`src/hw/rtl/gbrf_pkg.sv`:
```
// Shared types and constants for the gated burst release FIFO.
`timescale 1ns / 1ps
package gbrf_pkg;

	localparam int QUEUE_DEPTH_DEF = 64;
	localparam int ID_W = 32;
	localparam int BURST_W = 7;
	localparam int WAIT_W = 7;
	localparam int MAX_BURST = 64;
	localparam logic [BURST_W-1:0] BURST_RESET = BURST_W'(3);

	localparam logic FUNC_ARRIVE = 1'b0;
	localparam logic FUNC_SWITCH = 1'b1;

	typedef enum logic [2:0] {
		KIND_PASS         = 3'd0,
		KIND_QUEUED       = 3'd1,
		KIND_DROPPED      = 3'd2,
		KIND_NONE_WAITING = 3'd3,
		KIND_RELEASED     = 3'd4,
		KIND_ZERO_BURST   = 3'd5
	} gbrf_kind_t;

	typedef struct packed {
		logic            func;
		logic [ID_W-1:0] vehicle_id;
	} gbrf_item_t;

	typedef struct packed {
		gbrf_kind_t        kind;
		logic [ID_W-1:0]   item_id;
		logic              light_green;
		logic [WAIT_W-1:0] waiting_count;
		logic              last;
	} gbrf_result_t;

	// controller to datapath
	typedef struct packed {
		logic accept;
		logic rd;
		logic load_rel;
	} gbrf_cmd_t;

	// datapath to controller
	typedef struct packed {
		logic out_free;
		logic burst_go;
		logic rem_one;
	} gbrf_status_t;

endpackage

```
`src/hw/rtl/gbrf_chan_if.sv`:
```
// Valid/ready channel interface carrying one word of payload type T.
`timescale 1ns / 1ps
interface gbrf_chan_if #(parameter type T = logic);
	logic valid;
	logic ready;
	T     data;

	modport source (output valid, output data, input ready);
	modport sink (input valid, input data, output ready);
endinterface

```
`src/hw/rtl/gbrf_ctrl.sv`:
```
// Controller state machine: accepts words and sequences burst releases.
`timescale 1ns / 1ps
module gbrf_ctrl (
	input  logic                  clk,
	input  logic                  arst_n,
	input  logic                  item_valid,
	output logic                  item_ready,
	input  gbrf_pkg::gbrf_status_t status,
	output gbrf_pkg::gbrf_cmd_t    cmd
);
	import gbrf_pkg::*;

	typedef enum logic [1:0] {
		ST_IDLE,
		ST_READ,
		ST_LOAD
	} state_t;

	state_t state_q;
	logic   accept;

	assign item_ready = (state_q == ST_IDLE) && status.out_free;
	assign accept = item_valid && item_ready;

	always_comb begin
		cmd = '0;
		cmd.accept = accept;
		cmd.rd = (state_q == ST_READ);
		cmd.load_rel = (state_q == ST_LOAD) && status.out_free;
	end

	always_ff @(posedge clk or negedge arst_n) begin
		if (!arst_n) begin
			state_q <= ST_IDLE;
		end else begin
			case (state_q)
				ST_IDLE: begin
					if (accept && status.burst_go) begin
						state_q <= ST_READ;
					end
				end
				ST_READ: begin
					state_q <= ST_LOAD;
				end
				ST_LOAD: begin
					if (status.out_free) begin
						state_q <= status.rem_one ? ST_IDLE : ST_READ;
					end
				end
				default: begin
					state_q <= ST_IDLE;
				end
			endcase
		end
	end

endmodule

```
`src/hw/rtl/gbrf_dp.sv`:
```
// Datapath: ID memory, queue pointers, gate, burst register and output register.
`timescale 1ns / 1ps
module gbrf_dp #(
	parameter int QUEUE_DEPTH = gbrf_pkg::QUEUE_DEPTH_DEF
) (
	input  logic                          clk,
	input  logic                          arst_n,
	input  gbrf_pkg::gbrf_cmd_t            cmd,
	output gbrf_pkg::gbrf_status_t         status,
	input  gbrf_pkg::gbrf_item_t           item_data,
	input  logic                          cfg_valid,
	input  logic [gbrf_pkg::BURST_W-1:0]   cfg_data,
	output logic                          result_valid,
	output gbrf_pkg::gbrf_result_t         result_data,
	input  logic                          result_ready
);
	import gbrf_pkg::*;

	localparam int PW = $clog2(QUEUE_DEPTH);
	localparam int CW = $clog2(QUEUE_DEPTH + 1);
	localparam int NW = (CW > BURST_W) ? CW : BURST_W;

	logic [ID_W-1:0]    mem [QUEUE_DEPTH];
	logic [PW-1:0]      head_q;
	logic [PW-1:0]      tail_q;
	logic [CW-1:0]      count_q;
	logic               gate_q;
	logic [BURST_W-1:0] burst_q;
	logic [BURST_W-1:0] rem_q;
	logic [ID_W-1:0]    rd_data_q;
	logic               out_valid_q;
	gbrf_result_t       out_q;

	logic [BURST_W-1:0] burst_cap;
	logic [BURST_W-1:0] burst_n;
	logic               full;
	logic               push;
	logic               acc_emit;
	gbrf_result_t       acc_res;
	logic [PW-1:0]      head_nxt;
	logic [PW-1:0]      tail_nxt;

	assign full = (count_q == CW'(QUEUE_DEPTH));
	assign head_nxt = (head_q == PW'(QUEUE_DEPTH - 1)) ? '0 : head_q + 1'b1;
	assign tail_nxt = (tail_q == PW'(QUEUE_DEPTH - 1)) ? '0 : tail_q + 1'b1;

	// release count: burst register, clipped to the queue fill and the burst cap
	assign burst_cap = (burst_q > BURST_W'(MAX_BURST)) ? BURST_W'(MAX_BURST) : burst_q;
	assign burst_n = (NW'(count_q) < NW'(burst_cap)) ? BURST_W'(count_q) : burst_cap;

	assign push = cmd.accept && (item_data.func == FUNC_ARRIVE) && !gate_q && !full;

	assign status.out_free = !out_valid_q || result_ready;
	assign status.burst_go = (item_data.func == FUNC_SWITCH) && (count_q != '0) && !gate_q
		&& (burst_n != '0);
	assign status.rem_one = (rem_q == BURST_W'(1));

	always_comb begin
		acc_emit = 1'b1;
		acc_res.kind = KIND_PASS;
		acc_res.item_id = item_data.vehicle_id;
		acc_res.light_green = gate_q;
		acc_res.waiting_count = WAIT_W'(count_q);
		acc_res.last = 1'b1;
		if (item_data.func == FUNC_ARRIVE) begin
			if (gate_q) begin
				acc_res.kind = KIND_PASS;
			end else if (full) begin
				acc_res.kind = KIND_DROPPED;
			end else begin
				acc_res.kind = KIND_QUEUED;
				acc_res.waiting_count = WAIT_W'(count_q + 1'b1);
			end
		end else begin
			acc_res.item_id = '0;
			if (count_q == '0) begin
				acc_res.kind = KIND_NONE_WAITING;
				acc_res.light_green = !gate_q;
			end else begin
				// both remaining cases leave the gate red
				acc_res.light_green = 1'b0;
				acc_res.kind = KIND_ZERO_BURST;
				acc_emit = !gate_q && (burst_n == '0);
			end
		end
	end

	always_ff @(posedge clk) begin
		if (push) begin
			mem[tail_q] <= item_data.vehicle_id;
		end
		if (cmd.rd) begin
			rd_data_q <= mem[head_q];
		end
	end

	always_ff @(posedge clk) begin
		if (cmd.accept && acc_emit) begin
			out_q <= acc_res;
		end else if (cmd.load_rel) begin
			out_q.kind <= KIND_RELEASED;
			out_q.item_id <= rd_data_q;
			out_q.light_green <= 1'b0;
			out_q.waiting_count <= WAIT_W'(count_q);
			out_q.last <= status.rem_one;
		end
	end

	always_ff @(posedge clk or negedge arst_n) begin
		if (!arst_n) begin
			head_q <= '0;
			tail_q <= '0;
			count_q <= '0;
			gate_q <= 1'b0;
			burst_q <= BURST_RESET;
			rem_q <= '0;
			out_valid_q <= 1'b0;
		end else begin
			if (cfg_valid) begin
				burst_q <= cfg_data;
			end
			if (push) begin
				tail_q <= tail_nxt;
				count_q <= count_q + 1'b1;
			end
			if (cmd.accept && (item_data.func == FUNC_SWITCH)) begin
				// toggle only sticks when the queue is empty; otherwise end red
				gate_q <= (count_q == '0) ? !gate_q : 1'b0;
				if (status.burst_go) begin
					rem_q <= burst_n;
				end
			end
			if (cmd.rd) begin
				head_q <= head_nxt;
				count_q <= count_q - 1'b1;
			end
			if (cmd.load_rel) begin
				rem_q <= rem_q - 1'b1;
			end
			if ((cmd.accept && acc_emit) || cmd.load_rel) begin
				out_valid_q <= 1'b1;
			end else if (result_ready) begin
				out_valid_q <= 1'b0;
			end
		end
	end

	assign result_valid = out_valid_q;
	assign result_data = out_q;

endmodule

```
`src/hw/rtl/gated_burst_release_fifo_top.sv`:
```
// Top level of the gated burst release FIFO.
//
//  channel  | dir | payload                                            | accepted when
//  ---------+-----+----------------------------------------------------+--------------
//  item     | in  | func, vehicle_id                                   | valid & ready
//  result   | out | kind, item_id, light_green, waiting_count, last    | valid & ready
//  cfg      | in  | burst_length                                       | valid (ready high)
//
// An arrival or switch word is accepted on valid & ready; its result sits in the output
// register from the next cycle. Each release of a burst is a registered read of the
// ID memory followed by the output load, which waits out a stall; item.ready is low
// for the whole burst. A stalled result holds the output register and item.ready.
// Reset clears pointers, count, gate (red) and burst_length (3); the ID memory is
// not cleared and the block is ready right after reset.
`timescale 1ns / 1ps
module gated_burst_release_fifo_top #(
	parameter int QUEUE_DEPTH = gbrf_pkg::QUEUE_DEPTH_DEF
) (
	input logic          clk,
	input logic          arst_n,
	gbrf_chan_if.sink    item,
	gbrf_chan_if.source  result,
	gbrf_chan_if.sink    cfg
);
	import gbrf_pkg::*;

	gbrf_cmd_t    cmd;
	gbrf_status_t status;
	logic         item_ready;

	assign item.ready = item_ready;
	assign cfg.ready = 1'b1;

	gbrf_ctrl u_ctrl (
		.clk        (clk),
		.arst_n     (arst_n),
		.item_valid (item.valid),
		.item_ready (item_ready),
		.status     (status),
		.cmd        (cmd)
	);

	gbrf_dp #(
		.QUEUE_DEPTH (QUEUE_DEPTH)
	) u_dp (
		.clk          (clk),
		.arst_n       (arst_n),
		.cmd          (cmd),
		.status       (status),
		.item_data    (item.data),
		.cfg_valid    (cfg.valid),
		.cfg_data     (cfg.data),
		.result_valid (result.valid),
		.result_data  (result.data),
		.result_ready (result.ready)
	);

endmodule

```
`src/flat_wrapper.sv`:
```
// flat-port wrapper written by rule: the top's interface ports become plain ports
module gated_burst_release_fifo_top_flat import gbrf_pkg::*;
#(
	parameter int QUEUE_DEPTH = gbrf_pkg::QUEUE_DEPTH_DEF
)
  (clk, arst_n, item_valid, item_data, item_ready, result_valid, result_data, result_ready, cfg_valid, cfg_data, cfg_ready);
  gbrf_chan_if item_i ();
  gbrf_chan_if result_i ();
  gbrf_chan_if cfg_i ();
  input logic clk;
  input logic arst_n;
  input wire logic [$bits(item_i.valid)-1:0] item_valid;
  input wire logic [$bits(item_i.data)-1:0] item_data;
  output wire logic [$bits(item_i.ready)-1:0] item_ready;
  output wire logic [$bits(result_i.valid)-1:0] result_valid;
  output wire logic [$bits(result_i.data)-1:0] result_data;
  input wire logic [$bits(result_i.ready)-1:0] result_ready;
  input wire logic [$bits(cfg_i.valid)-1:0] cfg_valid;
  input wire logic [$bits(cfg_i.data)-1:0] cfg_data;
  output wire logic [$bits(cfg_i.ready)-1:0] cfg_ready;
  assign item_i.valid = item_valid;
  assign item_i.data = item_data;
  assign item_ready = item_i.ready;
  assign result_valid = result_i.valid;
  assign result_data = result_i.data;
  assign result_i.ready = result_ready;
  assign cfg_i.valid = cfg_valid;
  assign cfg_i.data = cfg_data;
  assign cfg_ready = cfg_i.ready;
  gated_burst_release_fifo_top #(.QUEUE_DEPTH(QUEUE_DEPTH)) u_core (.clk(clk), .arst_n(arst_n), .item(item_i), .result(result_i), .cfg(cfg_i));
endmodule
```
`config.mk`:
```
export PLATFORM = sky130hd
export DESIGN_NAME = gated_burst_release_fifo_top_flat
export DESIGN_NICKNAME = d
export VERILOG_FILES = /design/src/hw/rtl/gbrf_pkg.sv /design/src/hw/rtl/gbrf_chan_if.sv /design/src/hw/rtl/gbrf_ctrl.sv /design/src/hw/rtl/gbrf_dp.sv /design/src/hw/rtl/gated_burst_release_fifo_top.sv /design/src/flat_wrapper.sv
export SDC_FILE = /design/constraint.sdc
export NUM_CORES = 1
export LEC_CHECK = 0
export ABC_AREA = 1
export BUFFER_PORTS_ARGS = -buffer_cell sky130_fd_sc_hd__clkbuf_2
export CORE_UTILIZATION = 45
export DETAILED_ROUTE_END_ITERATION = 10
export PLACE_DENSITY_LB_ADDON = 0.1
export SLEW_MARGIN = 20
export SYNTH_ARGS = -nofsm -noshare
export SYNTH_HDL_FRONTEND = slang
export SYNTH_SLANG_ARGS = --single-unit
```
`constraint.sdc`:
```
create_clock -name clk -period 1.4 [get_ports clk]
set_input_delay 0.07 -clock clk [delete_from_list [all_inputs] [get_ports clk]]
set_output_delay 0.07 -clock clk [all_outputs]
set_load 0.02 [all_outputs]
```
==> impl_results.md, run 1 <==
- Data required time at the worst endpoint: about 1300 ps
- Static leakage: about 0.00035 uW
- Critical path capture point type: primary output
- Number of nets still failing antenna checks after routing: 0
- Peak ir drop on the vdd network: 1.42 mV
- FILL cells: between 100 and 150
- Multiplexer share of the synthesized area: 0%
- Switching fraction of total power: a little under half
- Synth Net Count: 84
- Number of clock sinks: 11
- Core box area: ~0.0013 mm^2
- Summed negative setup slack over all endpoints: 0 ps
- Most frequent cells in the layout: 21 x sky130_fd_sc_hd__nand2_1, 10 x sky130_fd_sc_hd__dfrtp_1, 7 x sky130_fd_sc_hd__inv_1, 7 x sky130_fd_sc_hd__nor2_2, 6 x sky130_fd_sc_hd__clkbuf_2
- Critical path arrival: around 1200 ps
- Floorplan die area: between 0.0015 and 0.002 mm^2
- Critical Path Source Type: flop
- Instance count after placement with tap cells included: 96
- Ratio of cells with drive above 1 in the final layout: 37.2%
- Post-layout minimum cycle time: around 1200 ps
- Met3 track utilization from global routing: roughly 8.5%
- Total count of max-transition violations in the final report: 0
- Peak fanout along the critical path: 3
- Min-Delay Startpoint: item_valid
- Terminating pin of the worst hold path: u_core.u_dp.result_valid
- Number of distinct library cell variants in the gate-level netlist after synthesis: 22
- Non-filler instance count after layout: between 100 and 150
- Maxcap violations: 0
- Num rows: 13
- Fmax achieved: between 800 and 900 MHz
- Combined buffer and inverter count along the critical path: 2
- Depth of the worst hold-timing path: 3
- Placed instance area: 684 um^2
- Count of buffers added by post-CTS timing repair for setup: 0
- Reg-to-reg critical path startpoint: u_core.u_dp.rem_q[1]
- Routed vias/inst: approximately 5
- Die Span Y: slightly below 40 um
- Worst slack on hold paths: 124 ps
- Xor-xnor portion of the synthesized cell area: 0%
- Outcome: finished clean
- Global Route met1 Usage: a little under a quarter
- Post-route cell area: 722 um^2
- Final GP Congestion: around 0.75
- Area growth from synthesis to layout: 13.6%
- CTS Buf Count: 3
- Register bit count reported by yosys: 11
- Crit path max-delay family: flip-flops
- Clock tree from TritonCTS: done
- List of cells traversed by the critical path: inv_1 -> nor2_4 -> nor3_1 -> clkbuf_2
- Cell depth of the worst setup path: 4
- Number of setup violations in the final report: 0
- First-iteration detailed-routing DRC count: 3
- Cell type contributing the most total cell area after synthesis: sky130_fd_sc_hd__dfrtp_1
- Number of H-tree branching levels: 1
- Grt ovf: 0
- Wire length after detailed routing: between 1000 and 1500 um
- Synthesized area divided by synthesized cell count: 8.47 um^2
- Number of global-route vias before repair: between 400 and 500
- Power share of the sequential group: a little under two fifths
- Length of the first detailed-routing pass in iterations: 4
- Path type of the worst min-delay path: input pin to flop
- Post-synthesis cell count: 75
- Count of inserted antenna diode cells: 0
- Number of hold-slack violations in the final timing report: 0
- Port Buf Inserts: 6
- Post-layout utilization of the core: between 50% and 60%
- Dominant combinational cell family by area after synthesis: simple AND/OR/NAND/NOR gates
- Type of the setup path with the least slack: flop to primary output
- Top-level I/O count: 11
- Synth top area cells: sky130_fd_sc_hd__dfrtp_1 39%, sky130_fd_sc_hd__nand2_1 12%, sky130_fd_sc_hd__nor2_2 6.9%
- Power density relative to cell area: roughly 2200 mW/mm^2
- Gr usage total: between 10% and 20%
- Maximum buffer depth of the clock tree: 2
- Number of cells on the worst reg-to-reg path: 5
- Switching power total: between 700 and 800 uW
- Routed WL per cell: 10.4 um
- Compound-cell area share of the yosys netlist: 4.53%
- Flop-to-flop setup slack: around 230 ps
- Share of total power in the clock network: between 10 and 15%
- Crit path largest cell delay: roughly 400 ps
- Final routed DRC violation total: 0
- Area share of and/or/nand/nor cells after synthesis: about two fifths
- Clock transition at the registers of the reported paths: roughly 70 ps
- Starting density of the core: 48.8%
- Initial antenna violation count: 0
- Total internal power: approximately 840 uW
- Global-route wire length before repair: between 1500 and 2000 um
- Post-synthesis cell area: between 600 and 700 um^2
- Most heavily used metal layer in global routing: met2
- Period utilization: around 88%
- Setup repair after global routing missed its margin: no
- Crit path max-delay cell type: sky130_fd_sc_hd__dfrtp_1
- Met2 layer usage reported by global route: between 20% and 30%
- Combinational cell fraction of total power: 49.4%
- Layout net count: 96
- Most common cell after layout, fill and taps aside: sky130_fd_sc_hd__nand2_1
- Chip Width: a little under 40 um
- Reg-to-Reg End: u_core.u_dp.rem_q[6]
- Share of the synthesized area in the top cell type: 39.4%
- Root buffer cell: sky130_fd_sc_hd__clkbuf_4
- Detail Placement HPWL: about 860 um
- Fraction of the mapped netlist area in adder cells: under 10%
- Count of vias placed by the detailed router: ~500
- Pin count of the biggest net entering global routing: 11
- Synth warn: 0
- Clock Skews: slightly below 2 ps
- Sequential area share after synthesis: 42.5%
- Clock insertion delay at the later pin of the skew report: about 270 ps
layout make-up:
cell class	instances	area (um^2)	area share, %
Tap cell	15	18.8	2.60
Sequential cell	11	270	37.4
Clock buffer	3	22.5	3.12
Multi-Input combinational cell	52	314	43.5
Clock inverter	1	5.00	0.693
Inverter	11	43.8	6.07
Timing Repair Buffer	8	47.5	6.59
Yosys cell counts, drive strengths merged:
master,instances
nor2,10
dfrtp,10
o21bai,2
dfxtp,1
inv,11
nor3,1
nand2,24
ha,2
conb,1
buf,1
nand4,2
nand3,7
nand3b,1
o21ai,2
routing by layer:
metal  routed length, um  vias up
li1                    -      257
met5                   0        -
met4                  10        0
met3                  58        2
met2                 490        9
met1                 490      227
repair_timing:
| action | 4_1_cts | 5_1_grt |
|---|---|---|
| resized for setup | 0 | 0 |
| hold buffers | 1 | 0 |
| endpoints found under the hold margin | 10 | 0 |
sequential cells by signal, indices dropped and copies added (netlist names):
register	count
u_core.u_dp.result_valid	1
u_core.u_dp.rem_q	7
u_core.u_dp.result_data	1
u_core.u_ctrl.state_q	2
cells by family after synthesis:
| group | after synthesis |
|---|---|
| DFF | 11 |
| and+or+nand+nor | 45 |
| buffers and inverters | 12 |
| other | 1 |
| adders and majority gates | 2 |
| AOI/OAI and AO/OA | 4 |
worst reg2reg max path, stage by stage, from the launching register on:
cell                       delay (ps)
sky130_fd_sc_hd__dfrtp_1          410
sky130_fd_sc_hd__inv_1             90
sky130_fd_sc_hd__ha_1             240
sky130_fd_sc_hd__nand3_2          120
sky130_fd_sc_hd__o21bai_1         140
sky130_fd_sc_hd__nand2_1           70
metrics by stage:
step | setup WS [ps] | power [uW]
floorplan | 241 | 1180
global placement | 275 | 1340
detailed placement | 240 | 1360
CTS | 164 | 1580
global route | 77.5 | 1720
finish | 173 | 1560
worst max path at each step:
stage,from,to,slack (ps)
detailed placement,u_core.u_dp.rem_q[1],u_core.u_dp.rem_q[6],240
global placement,u_core.u_dp.rem_q[1],u_core.u_dp.rem_q[6],280
floorplan,u_core.u_dp.result_valid,item_ready,240
global route,u_core.u_dp.result_valid,item_ready,80
finish,u_core.u_dp.result_valid,item_ready,170
CTS,u_core.u_dp.result_valid,item_ready,160
power by group through the flow:
stage                     registers, uW  clock network [uW]  logic [uW]
final                               574                 216         771
after global routing                601                 234         882
after CTS                           574                 223         786
after detailed placement            579                   0         782
after global placement              579                   0         762
after floorplan                     579                   0         597
Power figures use the tool's default switching activity.
==> inputs of run 2 (changes only) <==
--- a/config.mk
+++ b/config.mk
@@ -5,10 +5,12 @@
 export SDC_FILE = /design/constraint.sdc
 export NUM_CORES = 1
 export LEC_CHECK = 0
-export ABC_AREA = 1
 export BUFFER_PORTS_ARGS = -buffer_cell sky130_fd_sc_hd__clkbuf_2
-export CORE_UTILIZATION = 45
+export CORE_AREA = 2 2 39 41
+export CTS_CLUSTER_SIZE = 16
 export DETAILED_ROUTE_END_ITERATION = 10
+export DIE_AREA = 0 0 41 43
+export GPL_TIMING_DRIVEN = 1
 export PLACE_DENSITY_LB_ADDON = 0.1
 export SLEW_MARGIN = 20
 export SYNTH_ARGS = -nofsm -noshare
==> impl_results.md, run 2 <==
- Synth top area cells: sky130_fd_sc_hd__dfrtp_1 48%, sky130_fd_sc_hd__xnor2_1 10%, sky130_fd_sc_hd__ha_1 4.8%
- CTS Buf Count: 3 (unchanged)
- Maxcap violations: 0 (unchanged)
- Number of nets still failing antenna checks after routing: 0 (unchanged)
- Cell type contributing the most total cell area after synthesis: sky130_fd_sc_hd__dfrtp_1
- Pin count of the biggest net entering global routing: 11 (unchanged)
- Initial antenna violation count: 0 (unchanged)
- Gr usage total: 13.0% (-5.9 points)
- Outcome: finished clean
- Final GP Congestion: 0.763 (+1.7%)
- First-iteration detailed-routing DRC count: 4 (+1)
- Combined buffer and inverter count along the critical path: 1 (-1)
- Leading registers by flop count: u_core.u_dp.rem_q (7), u_core.u_ctrl.state_q (2)
- Post-layout minimum cycle time: 1240 ps (+11.0 ps)
- Register with the most flip-flops: u_core.u_dp.rem_q
- Area growth from synthesis to layout: 14.2%
- Grt ovf: 0 (unchanged)
- Most repeated cell in the gate-level netlist after synthesis: sky130_fd_sc_hd__dfrtp_1
- Compound-cell area share of the yosys netlist: 7.45% (+2.9 points)
- Fraction of the mapped netlist area in adder cells: 4.81% (+0.87 points)
- Detail Placement HPWL: 675 um (-21%)
- Crit path max-delay family: flip-flops
- Register bit count reported by yosys: 11 (unchanged)
- Area share of and/or/nand/nor cells after synthesis: 20.4% (-20 points)
- Leading post-synthesis cells by instance count: 10 x sky130_fd_sc_hd__dfrtp_1, 6 x sky130_fd_sc_hd__xnor2_1, 4 x sky130_fd_sc_hd__nor2_1
- Multiplexer share of the synthesized area: 0% (unchanged)
- Routed WL per cell: 12.3 um (+18%)
- Peak fanout along the critical path: 4 (+1)
- Reg-to-reg critical path startpoint: u_core.u_dp.rem_q[2]
- Max FFs per register: 7 (unchanged)
- Min-Delay Startpoint: item_valid
- Wire length after detailed routing: 909 um (-13%)
- Number of enable flip-flop cells after synthesis: 0 (unchanged)
- Data required time at the worst endpoint: 1330 ps (about the same)
- Peak ir drop on the vdd network: 0.367 mV (-74%)
- Dominant combinational cell family by area after synthesis: simple AND/OR/NAND/NOR gates
- Period utilization: 88.5% (+0.78 points)
- Crit path max-delay cell type: sky130_fd_sc_hd__dfrtp_1
- Summed negative setup slack over all endpoints: 0 ps (unchanged)
- Synthesized area divided by synthesized cell count: 10.6 um^2 (+25%)
- Die Span Y: 43 um (+8.6%)
- Starting density of the core: 37.6% (-11 points)
- Core box area: 0.00138 mm^2 (+6.3%)
- Length of the first detailed-routing pass in iterations: 4 (unchanged)
- Num rows: 14 (+1)
- Clock tree from TritonCTS: done
- Fmax achieved: 807 MHz (-0.88%)
- Critical path capture point type: primary output
- Sequential area share after synthesis: 51.9% (+9.4 points)
- Power density relative to cell area: 970 mW/mm^2 (-55%)
- Routed vias/inst: 4.99 (+1.7%)
- Static leakage: 0.000258 uW (-27%)
- Number of distinct library cell variants in the gate-level netlist after synthesis: 22 (unchanged)
- Post-placement setup slack: 231 ps (-9.41 ps)
- Post-synthesis cell count: 49 (-35%)
- Layout net count: 68 (-29%)
- Ratio of cells with drive above 1 in the final layout: 20.7% (-17 points)
- List of cells traversed by the critical path: nor2b_1 -> nor3_1 -> clkbuf_2
- Synth async-reset ratio: 90.9% (unchanged)
- Number of H-tree branching levels: 1 (unchanged)
- Post-route worst setup slack: 162 ps (-11.0 ps)
- Total count of max-transition violations in the final report: 0 (unchanged)
- Final routed DRC violation total: 0 (unchanged)
- Number of global-route vias before repair: 338 (-24%)
- Path type of the worst min-delay path: input pin to flop
- Number of hold-slack violations in the final timing report: 0 (unchanged)
- Floorplan die area: 0.00176 mm^2 (+13%)
- Critical Path Source Type: flop
- Chip Width: 41 um (+3.6%)
- Most common cell after layout, fill and taps aside: sky130_fd_sc_hd__dfrtp_1
- Number of setup violations in the final report: 0 (unchanged)
- Maximum buffer depth of the clock tree: 2 (unchanged)
- Most frequent cells in the layout: 10 x sky130_fd_sc_hd__dfrtp_1, 6 x sky130_fd_sc_hd__xnor2_1, 6 x sky130_fd_sc_hd__clkbuf_2, 4 x sky130_fd_sc_hd__nor2_1
- Port Buf Inserts: 6 (unchanged)
- Root buffer cell: sky130_fd_sc_hd__clkbuf_4
- Setup repair after global routing missed its margin: no
- Xor-xnor portion of the synthesized cell area: 10.1% (+10 points)
- Crit path largest cell delay: 390 ps (about the same)
- Synth warn: 0 (unchanged)
- Count of inserted antenna diode cells: 0 (unchanged)
- Clock transition at the registers of the reported paths: 70 ps (about the same)
- Type of the setup path with the least slack: flop to primary output
- Global-route wire length before repair: 1430 um (-24%)
- Number of clock sinks: 11 (unchanged)
- Top-level I/O count: 11 (unchanged)
- CP Launch Point: u_core.u_dp.result_valid
- Count of vias placed by the detailed router: 369 (-25%)
- Synth Net Count: 58 (-31%)
- Share of the synthesized area in the top cell type: 48.1% (+8.7 points)
- Clock Skews: 3.37 ps (+1.42 ps)
- Commonest register cell after synthesis: sky130_fd_sc_hd__dfrtp_1
- FILL cells: 140 (+24%)
- Critical path arrival: 1170 ps (about the same)
- Clock insertion delay at the later pin of the skew report: 270 ps (about the same)
- Post-synthesis cell area: 520 um^2 (-18%)
-- run 2: final cells by class --
class	count	area [um^2]	share of cell area [%]
clock buffer	4	26.3	4.42
timing repair buffer	7	40.0	6.74
tap	16	20.0	3.37
inverter	3	11.3	1.89
sequential	11	270	45.5
multi-input combinational	33	226	38.1
-- run 2: kinds of logic after synthesis --
logic type / after synthesis
AO/OA/AOI/OAI: 6
adder cells (fa/ha/maj): 2
flip-flops: 11
buffers and inverters: 5
XOR/XNOR: 6
AND/OR/NAND/NOR: 18
other: 1
-- run 2: per-stage QoR --
step | instances | cell area, um^2 | util, % | power, uW | hold WS (ps)
2_1_floorplan | 49 | 520 | - | 348 | -226
3_3_place_gp | 69 | 558 | 40.3 | 360 | -53.5
3_5_place_dp | 69 | 558 | 40.3 | 361 | -48.1
4_1_cts | 74 | 594 | 42.9 | 586 | 129
5_1_grt | 74 | 594 | 42.9 | 600 | 135
6_report | 74 | 594 | 42.9 | 577 | 131
-- run 2: final timing paths --
check | to | slack [ps] | depth (start not counted)
setup / recovery | item_ready | 160 | 3
hold reg to reg | u_core.u_dp.rem_q[6] | 470 | 1
hold / removal | u_core.u_dp.result_valid | 130 | 3
max in group asynchronous | u_core.u_dp.result_valid | 1010 | 2
setup reg to reg | u_core.u_dp.rem_q[6] | 240 | 3
min in group asynchronous | u_core.u_ctrl.state_q[1] | 180 | 2
-- run 2: timing repair --
| item | in CTS | in global routing |
|---|---|---|
| hold endpoints to repair | 10 | 0 |
| gates resized for setup | 0 | 0 |
| hold buffers | 1 | 0 |
| buffers inserted | 0 | 0 |
| setup endpoints to repair | 0 | 0 |
-- run 2: power breakdown --
part / total, uW / internal [uW] / switching [uW]
Sequential: 320 / 319 / 1.37
Clock: 220 / 111 / 110
Combinational: 35.9 / 12.3 / 23.6
-- run 2: layer usage --
metal / wire length, um / track usage [%] / vias up
li1: - / - / 181
met1: 413 / 15.2 / 170
met2: 395 / 17.5 / 13
met3: 55 / 3.14 / 5
met4: 45 / 14.0 / 0
met5: 0 / 0 / -
-- run 2: tightest hold or removal path: stages --
cell,delay [ps]
sky130_fd_sc_hd__clkbuf_2,80
sky130_fd_sc_hd__o21ba_2,130
sky130_fd_sc_hd__or2_2,100
==> inputs of run 3 (changes only) <==
--- a/config.mk
+++ b/config.mk
@@ -6,10 +6,9 @@
 export NUM_CORES = 1
 export LEC_CHECK = 0
 export BUFFER_PORTS_ARGS = -buffer_cell sky130_fd_sc_hd__clkbuf_2
-export CORE_AREA = 2 2 39 41
+export CORE_UTILIZATION = 35
 export CTS_CLUSTER_SIZE = 16
 export DETAILED_ROUTE_END_ITERATION = 10
-export DIE_AREA = 0 0 41 43
 export GPL_TIMING_DRIVEN = 1
 export PLACE_DENSITY_LB_ADDON = 0.1
 export SLEW_MARGIN = 20
==> impl_results.md, run 3 (synthesis gave the netlist of run 2 again) <==
- Outcome: finished clean
- Num rows: 13 (-1)
- Crit path max-delay family: flip-flops
- Terminating pin of the worst hold path: u_core.u_dp.result_valid
- Number of hold-slack violations in the final timing report: 0 (unchanged)
- Gr usage total: 15.0% (+1.9 points)
- Count of buffers added by post-CTS timing repair for setup: 0 (unchanged)
- Layout net count: 68 (unchanged)
- Static leakage: 0.000258 uW (unchanged)
- Pin count of the biggest net entering global routing: 11 (unchanged)
- Peak ir drop on the vdd network: 0.530 mV (+44%)
- Number of cells on the worst reg-to-reg path: 3 (unchanged)
- Floorplan die area: 0.00165 mm^2 (-6.7%)
- Period utilization: 90.7% (+2.2 points)
- Setup repair after global routing missed its margin: no
- Leading registers by flop count: u_core.u_dp.rem_q (7), u_core.u_ctrl.state_q (2)
- Min-Delay Startpoint: item_valid
- Register with the most flip-flops: u_core.u_dp.rem_q
- Grt ovf: 0 (unchanged)
- List of cells traversed by the critical path: nor2b_1 -> nor3_1 -> clkbuf_2
- Routed vias/inst: 5.12 (+2.7%)
- Most common cell after layout, fill and taps aside: sky130_fd_sc_hd__dfrtp_1
- Depth of the worst hold-timing path: 3 (unchanged)
- Clock transition at the registers of the reported paths: 70 ps (about the same)
- Critical path capture point type: primary output
- Reg-to-Reg End: u_core.u_dp.rem_q[6]
- Final routed DRC violation total: 0 (unchanged)
- Peak fanout along the critical path: 4 (unchanged)
- Ratio of cells with drive above 1 in the final layout: 20.7% (unchanged)
- Root buffer cell: sky130_fd_sc_hd__clkbuf_4
- Area growth from synthesis to layout: 13.9%
- Count of inserted antenna diode cells: 0 (unchanged)
- Length of the first detailed-routing pass in iterations: 3 (-1)
- Max FFs per register: 7 (unchanged)
- Met2 layer usage reported by global route: 23.4% (+5.9 points)
- Data required time at the worst endpoint: 1330 ps (about the same)
- FILL cells: 132 (-5.7%)
- Critical path arrival: 1200 ps (+30 ps)
- Flop-to-flop setup slack: 190 ps (-50 ps)
- Combined buffer and inverter count along the critical path: 1 (unchanged)
- Wire length after detailed routing: 908 um (-0.11%)
- Final GP Congestion: 0.749 (-1.9%)
- Reg-to-reg critical path startpoint: u_core.u_dp.rem_q[4]
- Fmax achieved: 788 MHz (-2.5%)
- Number of nets still failing antenna checks after routing: 0 (unchanged)
- Crit path largest cell delay: 390 ps (about the same)
- Global Route met1 Usage: 18.1% (+2.9 points)
- Most frequent cells in the layout: 10 x sky130_fd_sc_hd__dfrtp_1, 6 x sky130_fd_sc_hd__xnor2_1, 6 x sky130_fd_sc_hd__clkbuf_2, 4 x sky130_fd_sc_hd__nor2_1
- Die Span Y: 40.6 um (-5.7%)
- Top-level I/O count: 11 (unchanged)
- Path type of the worst min-delay path: input pin to flop
- Number of H-tree branching levels: 1 (unchanged)
- Detail Placement HPWL: 676 um (+0.25%)
- Total count of max-transition violations in the final report: 0 (unchanged)
- Global-route wire length before repair: 1540 um (+7.7%)
- First-iteration detailed-routing DRC count: 1 (-3)
- Type of the setup path with the least slack: flop to primary output
- Critical Path Source Type: flop
- Starting density of the core: 38.6% (+0.94 points)
- Most heavily used metal layer in global routing: met2
- Core box area: 0.00135 mm^2 (-2.4%)
- Maxcap violations: 0 (unchanged)
- CTS Buf Count: 3 (unchanged)
- Clock insertion delay at the later pin of the skew report: 270 ps (about the same)
- Summed negative setup slack over all endpoints: 0 ps (unchanged)
- Number of setup violations in the final report: 0 (unchanged)
- Count of vias placed by the detailed router: 374 (+1.4%)
- Maximum buffer depth of the clock tree: 2 (unchanged)
- Number of global-route vias before repair: 352 (+4.1%)
- Chip Width: 40.6 um (-1.1%)
- Port Buf Inserts: 6 (unchanged)
- Initial antenna violation count: 0 (unchanged)
- Crit path max-delay cell type: sky130_fd_sc_hd__dfrtp_1
- Post-layout utilization of the core: 43.9% (+0.98 points)
- Clock tree from TritonCTS: done
- Power density relative to cell area: 974 mW/mm^2 (+0.40%)
- Met3 track utilization from global routing: 6.67% (+3.5 points)
- Post-layout minimum cycle time: 1270 ps (+31.3 ps)
- Routed WL per cell: 12.4 um (+1.3%)
- Clock Skews: 0.353 ps (-3.01 ps)
- Number of clock sinks: 11 (unchanged)
## run 3: cell counts in the layout (fill, tap and decap cells not counted)
Identical to the previous run, type by type.
## run 3: worst max-delay path by stage
| stage | from | end | slack (ps) | cells past startpoint |
|---|---|---|---|---|
| 4_1_cts | u_core.u_dp.result_valid | item_ready | 130 | 3 |
| 3_3_place_gp | u_core.u_dp.rem_q[4] | u_core.u_dp.rem_q[6] | 180 | 3 |
| 3_5_place_dp | u_core.u_dp.rem_q[4] | u_core.u_dp.rem_q[6] | 200 | 3 |
| 2_1_floorplan | u_core.u_dp.result_valid | item_ready | 240 | 2 |
| 5_1_grt | u_core.u_dp.result_valid | item_ready | 40 | 3 |
| 6_report | u_core.u_dp.result_valid | item_ready | 130 | 3 |
## run 3: worst reg2reg max path: stages, from the launching register on
cell	delay, ps
sky130_fd_sc_hd__dfrtp_1	420
sky130_fd_sc_hd__nor4_2	370
sky130_fd_sc_hd__nand4_1	160
sky130_fd_sc_hd__xnor2_1	150
## run 3: timing repair
item | 4_1_cts | 5_1_grt
hold buffers | 1 | 0
endpoints found under the hold margin | 10 | 0
gates resized for setup | 0 | 0
## run 3: through the flow
step	cell area, um^2	std cells	power (uW)	hold slack, ps	setup slack [ps]
floorplan	520	49	348	-226	242
global route	593	73	611	129	45.0
finish	593	73	578	127	130
global placement	557	68	360	-58.5	178
CTS	593	73	585	122	131
detailed placement	557	68	361	-49.7	198
## run 3: metal layers
layer,part of all wire (%),vias to the layer above
li1,-,179
met1,48,182
met2,45,10
met3,5.8,3
met4,1.5,0
met5,0,-
## run 3: area by class of cell
class	count	area [um^2]	area share [%]
multi-input combinational	33	226	38.2
timing repair buffer	7	40.0	6.75
clock buffer	4	26.3	4.43
sequential	11	270	45.6
inverter	3	11.3	1.90
tap	15	18.8	3.16
## run 3: report_power, final
part           total (uW)  leakage, uW  internal (uW)  switching (uW)
Sequential            320     0.000145            319            1.40
Combinational        36.4    0.0000987           12.2            24.2
Clock                 221    0.0000150            110             110
Total                 578     0.000258            442             136
